--- src/quadrature_tone_amplitude_core_assert.svh ---
// Assertion macros for the quadrature tone amplitude block.
`ifndef QUADRATURE_TONE_AMPLITUDE_CORE_ASSERT_SVH
`define QUADRATURE_TONE_AMPLITUDE_CORE_ASSERT_SVH
`ifndef SYNTH
`define QTA_ASSERT_IMPLY(lbl, ante, cons) \
  lbl: assert property (@(posedge clk) disable iff (!rst_n) (ante) |-> (cons)) \
    else $error("assertion failed");
`define QTA_ASSERT_NEXT(lbl, ante, cons) \
  lbl: assert property (@(posedge clk) disable iff (!rst_n) (ante) |=> (cons)) \
    else $error("assertion failed");
`else
`define QTA_ASSERT_IMPLY(lbl, ante, cons)
`define QTA_ASSERT_NEXT(lbl, ante, cons)
`endif
`endif

--- src/qta_pkg.sv ---
// Shared types, constants and the sine table function of the tone amplitude block.
package qta_pkg;
  localparam int PHASE_BITS_DEF      = 32;
  localparam int TABLE_ADDR_BITS_DEF = 10;
  localparam int MAX_SAMPLES_DEF     = 16384;

  localparam int SAMPLE_W = 16;
  localparam int AMP_W    = 18;
  localparam int STEP_W   = 32;
  localparam int COUNT_W  = 15;
  localparam int N_W      = 17;
  localparam int SUM_W    = 48;
  localparam int SQ_W     = 96;
  localparam int RAD_W    = 132;
  localparam int ROOT_W   = 66;
  localparam int D_W      = 48;
  localparam int CNT_W    = 7;
  localparam int MUL_STEPS  = 48;
  localparam int ROOT_STEPS = 66;
  localparam int SCALE_SHIFT = 36;
  localparam int QUEUE_DEPTH = 2;

  localparam logic [31:0] FULL_SCALE_PRODUCT = 32'd2147385345;
  localparam logic [AMP_W-1:0] AMP_MAX = 18'd131072;
  localparam logic [ROOT_W-1:0] Q_SAT = 66'd262143;
  localparam logic [COUNT_W-1:0] SAMPLE_COUNT_RESET = 15'd10000;
  localparam longint unsigned HALF_PI_Q30 = 64'd1686629713;

  localparam logic REG_PHASE_STEP   = 1'b0;
  localparam logic REG_SAMPLE_COUNT = 1'b1;

  typedef struct packed {
    logic signed [SUM_W-1:0] i_sum;
    logic signed [SUM_W-1:0] q_sum;
    logic [N_W-1:0]          n;
  } qta_block_t;

  typedef struct packed {
    logic       valid;
    qta_block_t blk;
  } qta_push_t;

  typedef struct packed {
    logic       valid;
    logic       full;
    qta_block_t blk;
  } qta_queue_stat_t;

  typedef enum logic [2:0] {
    B_IDLE,
    B_MUL,
    B_SQRT,
    B_DIV,
    B_FIN,
    B_OUT
  } qta_back_state_t;

  function automatic logic [14:0] sine_entry(int k, int t);
    longint unsigned x;
    longint unsigned x2;
    longint unsigned term;
    longint acc;
    longint v;
    x = (HALF_PI_Q30 * longint'(k)) >> t;
    x2 = (x * x) >> 30;
    term = x;
    acc = longint'(x);
    term = ((term * x2) >> 30) / 6;   acc = acc - longint'(term);
    term = ((term * x2) >> 30) / 20;  acc = acc + longint'(term);
    term = ((term * x2) >> 30) / 42;  acc = acc - longint'(term);
    term = ((term * x2) >> 30) / 72;  acc = acc + longint'(term);
    term = ((term * x2) >> 30) / 110; acc = acc - longint'(term);
    term = ((term * x2) >> 30) / 156; acc = acc + longint'(term);
    term = ((term * x2) >> 30) / 210; acc = acc - longint'(term);
    if (acc < 0) acc = 0;
    v = (acc * 32767 + (64'sd1 <<< 29)) >>> 30;
    if (v > 32767) v = 32767;
    return 15'(v);
  endfunction
endpackage

--- src/qta_queue.sv ---
// Short queue of finished block sums between the front end and the magnitude unit.
module qta_queue import qta_pkg::*; (
  input  logic            clk,
  input  logic            rst_n,
  input  qta_push_t       push,
  input  logic            pop,
  output qta_queue_stat_t stat
);
  localparam int PTR_W = $clog2(QUEUE_DEPTH);

  qta_block_t             mem [QUEUE_DEPTH];
  logic [PTR_W-1:0]       wr_r;
  logic [PTR_W-1:0]       rd_r;
  logic [PTR_W:0]         fill_r;

  assign stat.valid = fill_r != '0;
  assign stat.full  = fill_r == (PTR_W+1)'(QUEUE_DEPTH);
  assign stat.blk   = mem[rd_r];

  always_ff @(posedge clk) begin
    if (push.valid) begin
      mem[wr_r] <= push.blk;
    end
  end

  always_ff @(posedge clk) begin
    if (!rst_n) begin
      wr_r   <= '0;
      rd_r   <= '0;
      fill_r <= '0;
    end else begin
      if (push.valid) begin
        wr_r <= (wr_r == PTR_W'(QUEUE_DEPTH-1)) ? '0 : wr_r + PTR_W'(1);
      end
      if (pop) begin
        rd_r <= (rd_r == PTR_W'(QUEUE_DEPTH-1)) ? '0 : rd_r + PTR_W'(1);
      end
      if (push.valid && !pop) begin
        fill_r <= fill_r + (PTR_W+1)'(1);
      end else if (pop && !push.valid) begin
        fill_r <= fill_r - (PTR_W+1)'(1);
      end
    end
  end
endmodule

--- config.mk ---
export PLATFORM = sky130hd
export DESIGN_NAME = qta_queue
export DESIGN_NICKNAME = d
export VERILOG_FILES = /design/src/quadrature_tone_amplitude_core_assert.svh /design/src/qta_pkg.sv /design/src/qta_queue.sv
export SDC_FILE = /design/constraint.sdc
export NUM_CORES = 1
export LEC_CHECK = 0
export BUFFER_PORTS_ARGS = -buffer_cell sky130_fd_sc_hd__buf_2
export CORE_ASPECT_RATIO = 0.6
export CORE_UTILIZATION = 56
export DETAILED_ROUTE_END_ITERATION = 6
export HOLD_SLACK_MARGIN = 0.06
export PLACE_DENSITY = 0.85
export SYNTH_ARGS = -nofsm -noshare
export SYNTH_HDL_FRONTEND = slang
export SYNTH_SLANG_ARGS = --single-unit
export TNS_END_PERCENT = 5
--- constraint.sdc ---
create_clock -name clk -period 15.1 [get_ports clk]
set_input_delay 2.265 -clock clk [delete_from_list [all_inputs] [get_ports clk]]
set_output_delay 2.265 -clock clk [all_outputs]
set_load 0.05 [all_outputs]
==> impl_metrics.env <==
export IMPL_status="completed"
export IMPL_grt_setup_unrepaired="no"
export IMPL_cts_resized=0
export IMPL_fp_coreArea_sq_um=14800
export IMPL_final_layout_size_suffix_gt1_frac=0.600
export IMPL_dp_slack_ns=10.31
export IMPL_cts_reportedPaths_clkPinSlew_ns=0.07
export IMPL_viasPerCell=5.21
export IMPL_worstSetupStartpointType="register"
export IMPL_cts_tree="yes"
export IMPL_avgRoutedWirePerCell_um=19.0
export IMPL_drc_errors=0
export IMPL_p_leak_nw=4.16
export IMPL_design_area_sq_um=10600
export IMPL_arrival_ns=3.05
export IMPL_synth_edf_count=226
export IMPL_finalNetCount=737
export IMPL_power_density_nw_per_um2=142
export IMPL_finClkSkew_ns=0.0150
export IMPL_synth_area_leader_cell="edfxtp_1"
export IMPL_cts_setup_buffers=0
export IMPL_dp_cells=794
export IMPL_synthTopCellsByArea="edfxtp_1, mux2_4, mux2_2"
export IMPL_place_hpwl_mm=10.3
export IMPL_min_period_ns=5.31
export IMPL_cp_top_family="buffers and inverters"
export IMPL_hold_slack_ns=0.525
export IMPL_dr_total_vias=4333
export IMPL_start_util=0.585
export IMPL_worst_path_largest_cell_delay_ns=0.92
export IMPL_clk_path_buf_depth=3
export IMPL_setup_viol=0
export IMPL_synth_ff_latch_count=231
export IMPL_min_path_type="register to register"
export IMPL_h_tree_depth=1
export IMPL_cts_sinks=231
export IMPL_syn_nets=492
export IMPL_hold_viol_final=0
export IMPL_setup_ws_ns=9.79
export IMPL_cts_made_buffers=21
export IMPL_dieArea_sq_um=16000
export IMPL_postCtsHoldBufs=0
export IMPL_die_width_um=163
export IMPL_path_class="register to output pin"
export IMPL_crit_chain="buf_4, mux2_2, buf_2"
export IMPL_cp_end_kind="output pin"
export IMPL_ir_worst_vdd_v=0.0000987
export IMPL_wirelength_mm=15.8
export IMPL_area_delta_synth_final_pct=22.8
export IMPL_dpl_cell_area_sq_um=9990
export IMPL_synth_cell_types=19
export IMPL_clock_latency_ns=0.48
export IMPL_grt_max_degree=66
export IMPL_fmax_mhz=188
export IMPL_antenna_left=0
export IMPL_slew_viol_final=0
export IMPL_crit_slowest_cell="buf_4"
export IMPL_die_h_um=98.4
export IMPL_yosysWarnings=0
export IMPL_cp_data_required_time_ns=12.84
export IMPL_maxCapViolCount=0
export IMPL_portBuffers=231
export IMPL_synth_main_ff_cell="edfxtp_1"
export IMPL_cts_root_buf="clkbuf_16"
export IMPL_grt_overflow_total=0
export IMPL_antenna_found_initial=4
export IMPL_syn_avg_cell_area_sq_um=23.2
export IMPL_worstPathBufferInverterCount=2
export IMPL_syn_area_sq_um=8670
export IMPL_gp_congestion=0.776
export IMPL_pin_count=232
export IMPL_finalNonFillerCells=832
export IMPL_ys_seq_area_frac=0.795
export IMPL_synth_cells=374
export IMPL_final_setup_tns_ns=0
export IMPL_synth_top_area_frac=0.783
export IMPL_grt_usage=0.196
export IMPL_dr_pass1_iters=4
export IMPL_ys_async_sr_fraction=0
export IMPL_timing_final_crit_share=0.352
export IMPL_fp_row_count=34
export IMPL_drt_iter0_markers=299
export IMPL_cp_max_fo=65
export IMPL_grt_pass1_vias=4407
export IMPL_worstMarginPinSlew_ns=1.04
export IMPL_slew_limit_headroom=0.307
export IMPL_grt_pass1_wl_mm=23.6
==> kinds of logic after synthesis <==
kind of cell,after synthesis,share of synthesized area
AO/OA/AOI/OAI,3,0.00231
XOR/XNOR,3,0.00303
adder cells (fa/ha/maj),1,0.00144
buffers and inverters,14,0.0149
AND/OR/NAND/NOR,9,0.00664
flip-flops,231,0.795
multiplexers,113,0.177
==> cells in the final DEF (no fill, tap or decap) <==
cell type,instances
buf_2,231
edfxtp_1,226
mux2_4,70
mux2_2,43
clkbuf_16,21
clkbuf_1,7
dfxtp_1,4
buf_4,4
and2_1,3
clkinv_2,3
diode_2,2
xor2_1,2
bufinv_16,2
clkinv_1,2
and2b_1,1
inv_1,1
and2_4,1
or2_2,1
nor2b_4,1
xnor2_1,1
nor2b_1,1
o21a_1,1
o21ai_0,1
or3_1,1
a21boi_0,1
ha_1,1
dfxtp_4,1
clkinv_8,1
==> final timing paths <==
path                  start         end  slack [ns]  cells past startpoint
setup / recovery   register    stat[15]        9.79                      3
hold / removal    fill_r[1]   fill_r[1]        0.52                      2
setup reg to reg       wr_r  mem[1][27]       12.89                      2
hold reg to reg   fill_r[1]   fill_r[1]        0.52                      2
==> power breakdown <==
| group | switching, mW | internal (mW) | total (mW) | leakage (nW) |
|---|---|---|---|---|
| sequential | 0.0156 | 0.741 | 0.757 | 2.16 |
| combinational | 0.168 | 0.0791 | 0.248 | 1.68 |
| clock | 0.213 | 0.292 | 0.505 | 0.317 |
==> area by class of cell <==
cell class / instances / area (sq um)
flip-flops and latches: 231 / 6890
fillers: 924 / 4160
multi-input cells: 129 / 1660
repair buffers: 235 / 1190
clock buffers: 28 / 552
well taps: 198 / 248
clock inverters: 8 / 98.8
diodes: 2 / 5.00
inverters: 1 / 3.75
==> synth_stat cells, drive strengths merged, types with 2 or more instances <==
| library cell | n |
|---|---|
| edfxtp | 226 |
| mux2 | 113 |
| buf | 13 |
| dfxtp | 5 |
| and2 | 4 |
| nor2b | 2 |
| xor2 | 2 |
==> sequential cells by signal (all words and copies together) (netlist names), named ones only <==
register  count
fill_r        2
wr_r          1
rd_r          1
mem         226
==> metal layers <==
layer / vias to the layer above / GRT usage / wire length (um)
met1: 2118 / 0.253 / 6350
li1: 1967 / - / -
met4: 4 / 0.0525 / 362
met3: 32 / 0.0752 / 1660
met2: 212 / 0.312 / 7420
met5: - / 0 / 26
==> worst register-to-register path, cell delays in order, from the launching register on <==
cell and delay, ns:
dfxtp_1 0.40, and2_4 0.65, buf_4 0.76
==> per-stage QoR <==
step / util / power [mW]
2_1_floorplan: - / 0.965
4_1_cts: 0.719 / 1.52
3_5_place_dp: 0.675 / 1.02
6_report: 0.719 / 1.51
3_3_place_gp: 0.675 / 1.01
5_1_grt: 0.719 / 1.56
No activity file was read; power rests on OpenSTA's default activity.
