File: src/quadrature_tone_amplitude_core_assert.svh
// Assertion macros for the quadrature tone amplitude block.
`ifndef QUADRATURE_TONE_AMPLITUDE_CORE_ASSERT_SVH
`define QUADRATURE_TONE_AMPLITUDE_CORE_ASSERT_SVH
`ifndef SYNTH
`define QTA_ASSERT_IMPLY(lbl, ante, cons) \
  lbl: assert property (@(posedge clk) disable iff (!rst_n) (ante) |-> (cons)) \
    else $error("assertion failed");
`define QTA_ASSERT_NEXT(lbl, ante, cons) \
  lbl: assert property (@(posedge clk) disable iff (!rst_n) (ante) |=> (cons)) \
    else $error("assertion failed");
`else
`define QTA_ASSERT_IMPLY(lbl, ante, cons)
`define QTA_ASSERT_NEXT(lbl, ante, cons)
`endif
`endif

File: src/qta_pkg.sv
// Shared types, constants and the sine table function of the tone amplitude block.
package qta_pkg;
  localparam int PHASE_BITS_DEF      = 32;
  localparam int TABLE_ADDR_BITS_DEF = 10;
  localparam int MAX_SAMPLES_DEF     = 16384;

  localparam int SAMPLE_W = 16;
  localparam int AMP_W    = 18;
  localparam int STEP_W   = 32;
  localparam int COUNT_W  = 15;
  localparam int N_W      = 17;
  localparam int SUM_W    = 48;
  localparam int SQ_W     = 96;
  localparam int RAD_W    = 132;
  localparam int ROOT_W   = 66;
  localparam int D_W      = 48;
  localparam int CNT_W    = 7;
  localparam int MUL_STEPS  = 48;
  localparam int ROOT_STEPS = 66;
  localparam int SCALE_SHIFT = 36;
  localparam int QUEUE_DEPTH = 2;

  localparam logic [31:0] FULL_SCALE_PRODUCT = 32'd2147385345;
  localparam logic [AMP_W-1:0] AMP_MAX = 18'd131072;
  localparam logic [ROOT_W-1:0] Q_SAT = 66'd262143;
  localparam logic [COUNT_W-1:0] SAMPLE_COUNT_RESET = 15'd10000;
  localparam longint unsigned HALF_PI_Q30 = 64'd1686629713;

  localparam logic REG_PHASE_STEP   = 1'b0;
  localparam logic REG_SAMPLE_COUNT = 1'b1;

  typedef struct packed {
    logic signed [SUM_W-1:0] i_sum;
    logic signed [SUM_W-1:0] q_sum;
    logic [N_W-1:0]          n;
  } qta_block_t;

  typedef struct packed {
    logic       valid;
    qta_block_t blk;
  } qta_push_t;

  typedef struct packed {
    logic       valid;
    logic       full;
    qta_block_t blk;
  } qta_queue_stat_t;

  typedef enum logic [2:0] {
    B_IDLE,
    B_MUL,
    B_SQRT,
    B_DIV,
    B_FIN,
    B_OUT
  } qta_back_state_t;

  function automatic logic [14:0] sine_entry(int k, int t);
    longint unsigned x;
    longint unsigned x2;
    longint unsigned term;
    longint acc;
    longint v;
    x = (HALF_PI_Q30 * longint'(k)) >> t;
    x2 = (x * x) >> 30;
    term = x;
    acc = longint'(x);
    term = ((term * x2) >> 30) / 6;   acc = acc - longint'(term);
    term = ((term * x2) >> 30) / 20;  acc = acc + longint'(term);
    term = ((term * x2) >> 30) / 42;  acc = acc - longint'(term);
    term = ((term * x2) >> 30) / 72;  acc = acc + longint'(term);
    term = ((term * x2) >> 30) / 110; acc = acc - longint'(term);
    term = ((term * x2) >> 30) / 156; acc = acc + longint'(term);
    term = ((term * x2) >> 30) / 210; acc = acc - longint'(term);
    if (acc < 0) acc = 0;
    v = (acc * 32767 + (64'sd1 <<< 29)) >>> 30;
    if (v > 32767) v = 32767;
    return 15'(v);
  endfunction
endpackage

File: src/qta_back.sv
// Magnitude unit: serial squaring, digit-by-digit square root, division and rounding.
module qta_back import qta_pkg::*; (
  input  logic            clk,
  input  logic            rst_n,
  input  qta_queue_stat_t qstat,
  output logic            pop,
  output logic            out_valid,
  input  logic            out_ready,
  output logic [AMP_W-1:0] out_amplitude
);
  qta_back_state_t state_r, state_nxt;
  logic [CNT_W-1:0]  cnt_r;
  logic [SQ_W-1:0]   mi_r;
  logic [SQ_W-1:0]   mq_r;
  logic [SUM_W-1:0]  bi_r;
  logic [SUM_W-1:0]  bq_r;
  logic [SQ_W-1:0]   s_r;
  logic [D_W-1:0]    d_r;
  logic [RAD_W-1:0]  t_r;
  logic [ROOT_W+1:0] rem_r;
  logic [ROOT_W-1:0] root_r;
  logic [D_W:0]      drem_r;
  logic [ROOT_W-1:0] quo_r;
  logic [AMP_W-1:0]  amp_r;

  logic              step_end;
  logic [ROOT_W+1:0] rem_sh;
  logic [ROOT_W+1:0] trial;
  logic [D_W:0]      drem_sh;
  logic [ROOT_W-1:0] quo_inc;
  logic [SUM_W-1:0]  abs_i;
  logic [SUM_W-1:0]  abs_q;

  assign abs_i = qstat.blk.i_sum[SUM_W-1] ? SUM_W'(-qstat.blk.i_sum) : qstat.blk.i_sum;
  assign abs_q = qstat.blk.q_sum[SUM_W-1] ? SUM_W'(-qstat.blk.q_sum) : qstat.blk.q_sum;
  assign rem_sh  = {rem_r[ROOT_W-1:0], t_r[RAD_W-1 -: 2]};
  assign trial   = {root_r, 2'b01};
  assign drem_sh = {drem_r[D_W-1:0], root_r[ROOT_W-1]};
  assign quo_inc = quo_r + ROOT_W'(1);

  always_comb begin
    unique case (state_r)
      B_MUL:   step_end = cnt_r == CNT_W'(MUL_STEPS-1);
      B_SQRT:  step_end = cnt_r == CNT_W'(ROOT_STEPS-1);
      B_DIV:   step_end = cnt_r == CNT_W'(ROOT_STEPS-1);
      default: step_end = 1'b0;
    endcase
  end

  always_comb begin
    state_nxt = state_r;
    unique case (state_r)
      B_IDLE:  if (qstat.valid) state_nxt = B_MUL;
      B_MUL:   if (step_end) state_nxt = B_SQRT;
      B_SQRT:  if (step_end) state_nxt = B_DIV;
      B_DIV:   if (step_end) state_nxt = B_FIN;
      B_FIN:   state_nxt = B_OUT;
      B_OUT:   if (out_ready) state_nxt = B_IDLE;
      default: state_nxt = B_IDLE;
    endcase
  end

  always_comb begin
    pop           = (state_r == B_IDLE) && qstat.valid;
    out_valid     = state_r == B_OUT;
    out_amplitude = amp_r;
  end

  always_ff @(posedge clk) begin
    if (!rst_n) begin
      state_r <= B_IDLE;
      cnt_r   <= '0;
    end else begin
      state_r <= state_nxt;
      cnt_r   <= (step_end || state_r == B_IDLE) ? '0 : cnt_r + CNT_W'(1);
    end
  end

  always_ff @(posedge clk) begin
    unique case (state_r)
      B_IDLE: begin
        mi_r <= SQ_W'(abs_i);
        mq_r <= SQ_W'(abs_q);
        bi_r <= abs_i;
        bq_r <= abs_q;
        s_r  <= '0;
        d_r  <= D_W'(qstat.blk.n) * D_W'(FULL_SCALE_PRODUCT);
      end
      B_MUL: begin
        s_r  <= s_r + (bi_r[0] ? mi_r : '0) + (bq_r[0] ? mq_r : '0);
        mi_r <= mi_r << 1;
        mq_r <= mq_r << 1;
        bi_r <= bi_r >> 1;
        bq_r <= bq_r >> 1;
        if (step_end) begin
          t_r    <= {s_r + (bi_r[0] ? mi_r : '0) + (bq_r[0] ? mq_r : '0),
                     SCALE_SHIFT'(0)};
          rem_r  <= '0;
          root_r <= '0;
        end
      end
      B_SQRT: begin
        t_r <= t_r << 2;
        if (rem_sh >= trial) begin
          rem_r  <= rem_sh - trial;
          root_r <= {root_r[ROOT_W-2:0], 1'b1};
        end else begin
          rem_r  <= rem_sh;
          root_r <= {root_r[ROOT_W-2:0], 1'b0};
        end
        if (step_end) begin
          drem_r <= '0;
        end
      end
      B_DIV: begin
        root_r <= root_r << 1;
        if (drem_sh >= {1'b0, d_r}) begin
          drem_r <= drem_sh - {1'b0, d_r};
          quo_r  <= {quo_r[ROOT_W-2:0], 1'b1};
        end else begin
          drem_r <= drem_sh;
          quo_r  <= {quo_r[ROOT_W-2:0], 1'b0};
        end
      end
      B_FIN: begin
        amp_r <= (quo_r >= Q_SAT) ? AMP_MAX : quo_inc[AMP_W:1];
      end
      B_OUT: begin
      end
      default: begin
      end
    endcase
  end
endmodule
File: config.mk
export PLATFORM = sky130hd
export DESIGN_NAME = qta_back
export DESIGN_NICKNAME = d
export VERILOG_FILES = /design/src/quadrature_tone_amplitude_core_assert.svh /design/src/qta_pkg.sv /design/src/qta_back.sv
export SDC_FILE = /design/constraint.sdc
export NUM_CORES = 2
export LEC_CHECK = 0
export ABC_CLOCK_PERIOD_IN_PS = 12300
export BUFFER_PORTS_ARGS = -buffer_cell sky130_fd_sc_hd__buf_2
export CAP_MARGIN = 20
export CORE_ASPECT_RATIO = 0.75
export CORE_MARGIN = 1
export CORE_UTILIZATION = 58
export CTS_BUF_LIST = sky130_fd_sc_hd__clkbuf_8 sky130_fd_sc_hd__clkbuf_16
export DETAILED_ROUTE_END_ITERATION = 10
export PLACE_DENSITY = 0.8
export SLEW_MARGIN = 20
export SYNTH_ARGS = -nofsm -noshare
export SYNTH_HDL_FRONTEND = slang
export SYNTH_SLANG_ARGS = --single-unit
File: constraint.sdc
create_clock -name clk -period 12.3 [get_ports clk]
set_input_delay 0 -clock clk [delete_from_list [all_inputs] [get_ports clk]]
set_output_delay 0 -clock clk [all_outputs]
set_load 0.05 [all_outputs]
==> implementation parameters <==
Parameter                              Value

Final layout
  Synth-to-layout area growth    9.97%
  Final net count    6,248
  Layout cell share with drive strength beyond 1    0.0611
  Most frequent cells in the layout    792 x sky130_fd_sc_hd__edfxtp_1, 522 x sky130_fd_sc_hd__nand2_1, 402 x sky130_fd_sc_hd__a21oi_1, 379 x sky130_fd_sc_hd__nor2_1, 373 x sky130_fd_sc_hd__inv_1
  Most common cell after layout, fill and taps aside    sky130_fd_sc_hd__edfxtp_1
  Filler cell count    7,192

CTS
  Clock buffers created by TritonCTS    83
  Maximum count of clock buffers along a single path    3
  Register clock-pin slew on the reported worst setup and hold paths    0.06 ns
  CTS-repair resized insts    0
  TritonCTS clock tree    done
  Buffer count from post-CTS setup fixing    0
  Clock latency on the worst-skew pair    0.68 ns
  Library cell used as clock root buffer    sky130_fd_sc_hd__clkbuf_16
  H-tree depth reported by CTS    3
  Number of buffers added to fix hold violations after cts    137
  Num Clock Sinks    802

Die
  Placeable core region    93,700 um^2
  Total die area    96,200 um^2
  Die width    358 um
  Number of cell rows    97
  Vertical die dimension    269 um
  I/O pin count    138
  Initial core utilization    0.587

STA
  Achievable Freq    145 MHz
  Slew Viols, Final    0
  Worst clock skew    0.0360 ns
  Worst Max-Slew Pin Slew    1.14 ns
  Sum of negative setup slack    0 ns
  Relative slew slack    0.234
  Shortest clock period the worst path allows after layout    6.91 ns
  Final setup violation count    0
  Setup repair after global routing missed its margin    false
  Fin crit share    0.562
  Fin. Hold Viols    0

Critical path
  Setup slack, reg-to-reg    6.35 ns
  Reg2Reg Launch Point    bi_r[0]$_DFFE_PP_
  Worst reg-to-reg path cell count    13
  CP Data Required Time    12.72 ns
  Launching element type of the critical path    input port
  Start-to-end type of the worst setup path    input port to flop
  Endpoint arrival time on the critical path    7.33 ns
  FF-to-FF End    s_r[82]$_SDFFCE_PN0P_
  Critical Path Fanout Max    9
  Endpoint class of the critical path    flop

Placed design
  HPWL after detailed placement    95,700 um
  Gpl congestion    0.969
  PortBufs    136

Global routing
  Global-route congestion overflow total    0
  Pin count of the biggest net entering global routing    213
  All-layer global routing usage    0.291
  Global-route wire length before repair    224,000 um
  Number of global-route vias before repair    41,503
  Number of antenna violations at the first check in global routing    7

Logic synthesis
  Share of the yosys chip area belonging to registers    0.436
  Synth warn    0
  Number of enable flip-flop cells after synthesis    792
  Syn Inst Count    5,493
  Avg Synthesized Cell Area    10.0 um^2
  Ys async rst share    0
  Netlist area before placement    55,000 um^2
  Flip-flop and latch count after synthesis    802
  Synthesized Nets    6,139
  Leading register cell type out of synthesis    sky130_fd_sc_hd__edfxtp_1
  Number of different library cells in the post-synthesis netlist    83

Routing
  Vias    43,075
  Antenna Nets Post-Route    0
  Detail-routed net length per standard cell    20.3 um
  Routed Wire Length    140,000 um
  Per-cell via count in the routed design    6.23
  Detailed Routing Iterations Pass 1    6
  Number of remaining DRC errors    0
  Number of DRC markers in iteration 0    4,627

Min path
  Hold-critical path endpoint    mq_r[1]$_DFFE_PP_
  Tightest Hold Check Type    input port to flop
  Hold Crit Start    qstat[18]
  Cell depth of the worst hold path    4

Power and ir drop
  Power Total    0.0121 W
  IR drop worst, VDD    462 uV
  Areal power density over the cells    200 nW/um^2
  Leakage power summed over all cells    24.9 nW

Flow run
  Number of max-capacitance violations reported    0

Run status
  Outcome    completed
## area by class of cell
class                      count  area (um^2)  area share
tap                         1237         1550      0.0256
sequential                   802        24000       0.396
multi-input combinational   4061        28800       0.475
inverter                     352         1320      0.0218
antenna                        9         22.5    0.000372
clock inverter                66          468     0.00773
timing repair buffer         302         2310      0.0382
clock buffer                  84         2090      0.0345
## synth_stat cells, types with 10 or more instances
| cell | count | area [um^2] |
|---|---|---|
| sky130_fd_sc_hd__xor2_1 | 181 | 1590 |
| sky130_fd_sc_hd__a221oi_1 | 11 | 96.3 |
| sky130_fd_sc_hd__or3_1 | 26 | 163 |
| sky130_fd_sc_hd__nor4_1 | 26 | 163 |
| sky130_fd_sc_hd__nand3_1 | 128 | 641 |
| sky130_fd_sc_hd__o21a_1 | 187 | 1400 |
| sky130_fd_sc_hd__clkbuf_1 | 266 | 998 |
| sky130_fd_sc_hd__o211ai_1 | 26 | 195 |
| sky130_fd_sc_hd__o41ai_1 | 26 | 228 |
| sky130_fd_sc_hd__a21o_1 | 155 | 1160 |
| sky130_fd_sc_hd__nor2b_1 | 19 | 119 |
| sky130_fd_sc_hd__a21boi_0 | 22 | 165 |
| sky130_fd_sc_hd__and2_1 | 208 | 1300 |
| sky130_fd_sc_hd__or4_1 | 25 | 188 |
| sky130_fd_sc_hd__a31oi_1 | 28 | 175 |
| sky130_fd_sc_hd__o22ai_1 | 11 | 68.8 |
| sky130_fd_sc_hd__o31ai_1 | 49 | 368 |
| sky130_fd_sc_hd__o21bai_1 | 54 | 405 |
| sky130_fd_sc_hd__a211o_1 | 14 | 123 |
| sky130_fd_sc_hd__a21oi_1 | 403 | 2020 |
| sky130_fd_sc_hd__inv_1 | 351 | 1320 |
| sky130_fd_sc_hd__or2_2 | 15 | 93.8 |
| sky130_fd_sc_hd__nand2_1 | 526 | 1970 |
| sky130_fd_sc_hd__a211oi_1 | 44 | 330 |
| sky130_fd_sc_hd__fa_1 | 182 | 3640 |
| sky130_fd_sc_hd__nor2_1 | 384 | 1440 |
| sky130_fd_sc_hd__ha_1 | 346 | 4330 |
| sky130_fd_sc_hd__and3_1 | 141 | 882 |
| sky130_fd_sc_hd__dfxtp_1 | 10 | 200 |
| sky130_fd_sc_hd__o21ai_0 | 327 | 1640 |
| sky130_fd_sc_hd__nand2b_1 | 28 | 175 |
| sky130_fd_sc_hd__xnor2_1 | 146 | 1280 |
| sky130_fd_sc_hd__edfxtp_1 | 792 | 23800 |
| sky130_fd_sc_hd__nor3_1 | 81 | 405 |
| sky130_fd_sc_hd__nand4_1 | 98 | 613 |
## state kept, by name, indices dropped and copies added, names as in the netlist
register	count
bi_r	48
bq_r	48
cnt_r	7
d_r	48
drem_r	48
mi_r	96
mq_r	96
out_amplitude	18
quo_r	66
rem_r	66
root_r	66
s_r	96
state_r	3
t_r	96
## logic make-up (layout without fill, tap and decap cells)
family	count (synthesis)	after routing	share of synthesized area
AOI/OAI and AO/OA	1452	1452	0.168
xor gates and xnor gates	327	327	0.0520
adders and majority gates	529	529	0.145
buffers and inverters	630	804	0.0431
DFF	802	802	0.436
muxes	4	4	0.000750
other	0	9	0
and+or+nand+nor	1749	1749	0.155
## power breakdown
group / switching (W) / total [W] / internal, W / leakage (nW)
Combinational: 0.00357 / 0.00609 / 0.00252 / 15.5
Sequential: 0.0000978 / 0.00360 / 0.00350 / 8.02
Clock: 0.00111 / 0.00244 / 0.00133 / 1.34
## through the flow
stage / setup WS [ns] / util / instance area [um^2] / std cells / hold slack [ns]
finish: 5.39 / 0.646 / 60500 / 6913 / 0.100
global route: 5.19 / 0.646 / 60500 / 6907 / 0.0705
CTS: 5.57 / 0.645 / 60500 / 6902 / 0.0542
detailed placement: 5.43 / 0.603 / 56500 / 6615 / 0.334
global placement: 5.58 / 0.603 / 56500 / 6615 / 0.326
floorplan: 5.91 / - / 55000 / 5493 / 0.0989
## how the worst max path moves through the flow
stage,startpoint,endpoint,slack [ns],cells after the start
floorplan,state_r[2]$_SDFFE_PN0P_,mq_r[87]$_SDFFCE_PN0P_,5.91,4
global placement,qstat[6],d_r[44]$_DFFE_PP_,5.58,21
detailed placement,qstat[6],d_r[44]$_DFFE_PP_,5.43,21
CTS,qstat[6],d_r[44]$_DFFE_PP_,5.57,22
global route,qstat[6],d_r[44]$_DFFE_PP_,5.19,22
finish,qstat[6],d_r[44]$_DFFE_PP_,5.39,22
## metal layers
layer,GRT usage,up-vias,share of wire
li1,-,20058,-
met1,0.430,20837,0.45
met2,0.436,1864,0.43
met3,0.0485,314,0.083
met4,0.0967,2,0.033
met5,0,-,0.000093
## worst max-delay path: stages
cell	delay (ns)
sky130_fd_sc_hd__dlygate4sd3_1	0.58
sky130_fd_sc_hd__buf_2	0.33
sky130_fd_sc_hd__fa_1	0.57
sky130_fd_sc_hd__fa_1	0.78
sky130_fd_sc_hd__xor2_1	0.60
sky130_fd_sc_hd__xnor2_1	0.17
sky130_fd_sc_hd__fa_1	0.51
sky130_fd_sc_hd__inv_1	0.06
sky130_fd_sc_hd__fa_1	0.54
sky130_fd_sc_hd__inv_1	0.07
sky130_fd_sc_hd__fa_1	0.54
sky130_fd_sc_hd__inv_1	0.04
sky130_fd_sc_hd__ha_1	0.35
sky130_fd_sc_hd__a21o_1	0.18
sky130_fd_sc_hd__a21o_1	0.17
sky130_fd_sc_hd__a221oi_1	0.29
sky130_fd_sc_hd__o31ai_1	0.20
sky130_fd_sc_hd__a32oi_1	0.45
sky130_fd_sc_hd__a211oi_1	0.22
sky130_fd_sc_hd__or3_1	0.38
sky130_fd_sc_hd__a21oi_1	0.20
sky130_fd_sc_hd__xnor2_1	0.08
No activity file was read; power rests on OpenSTA's default activity.
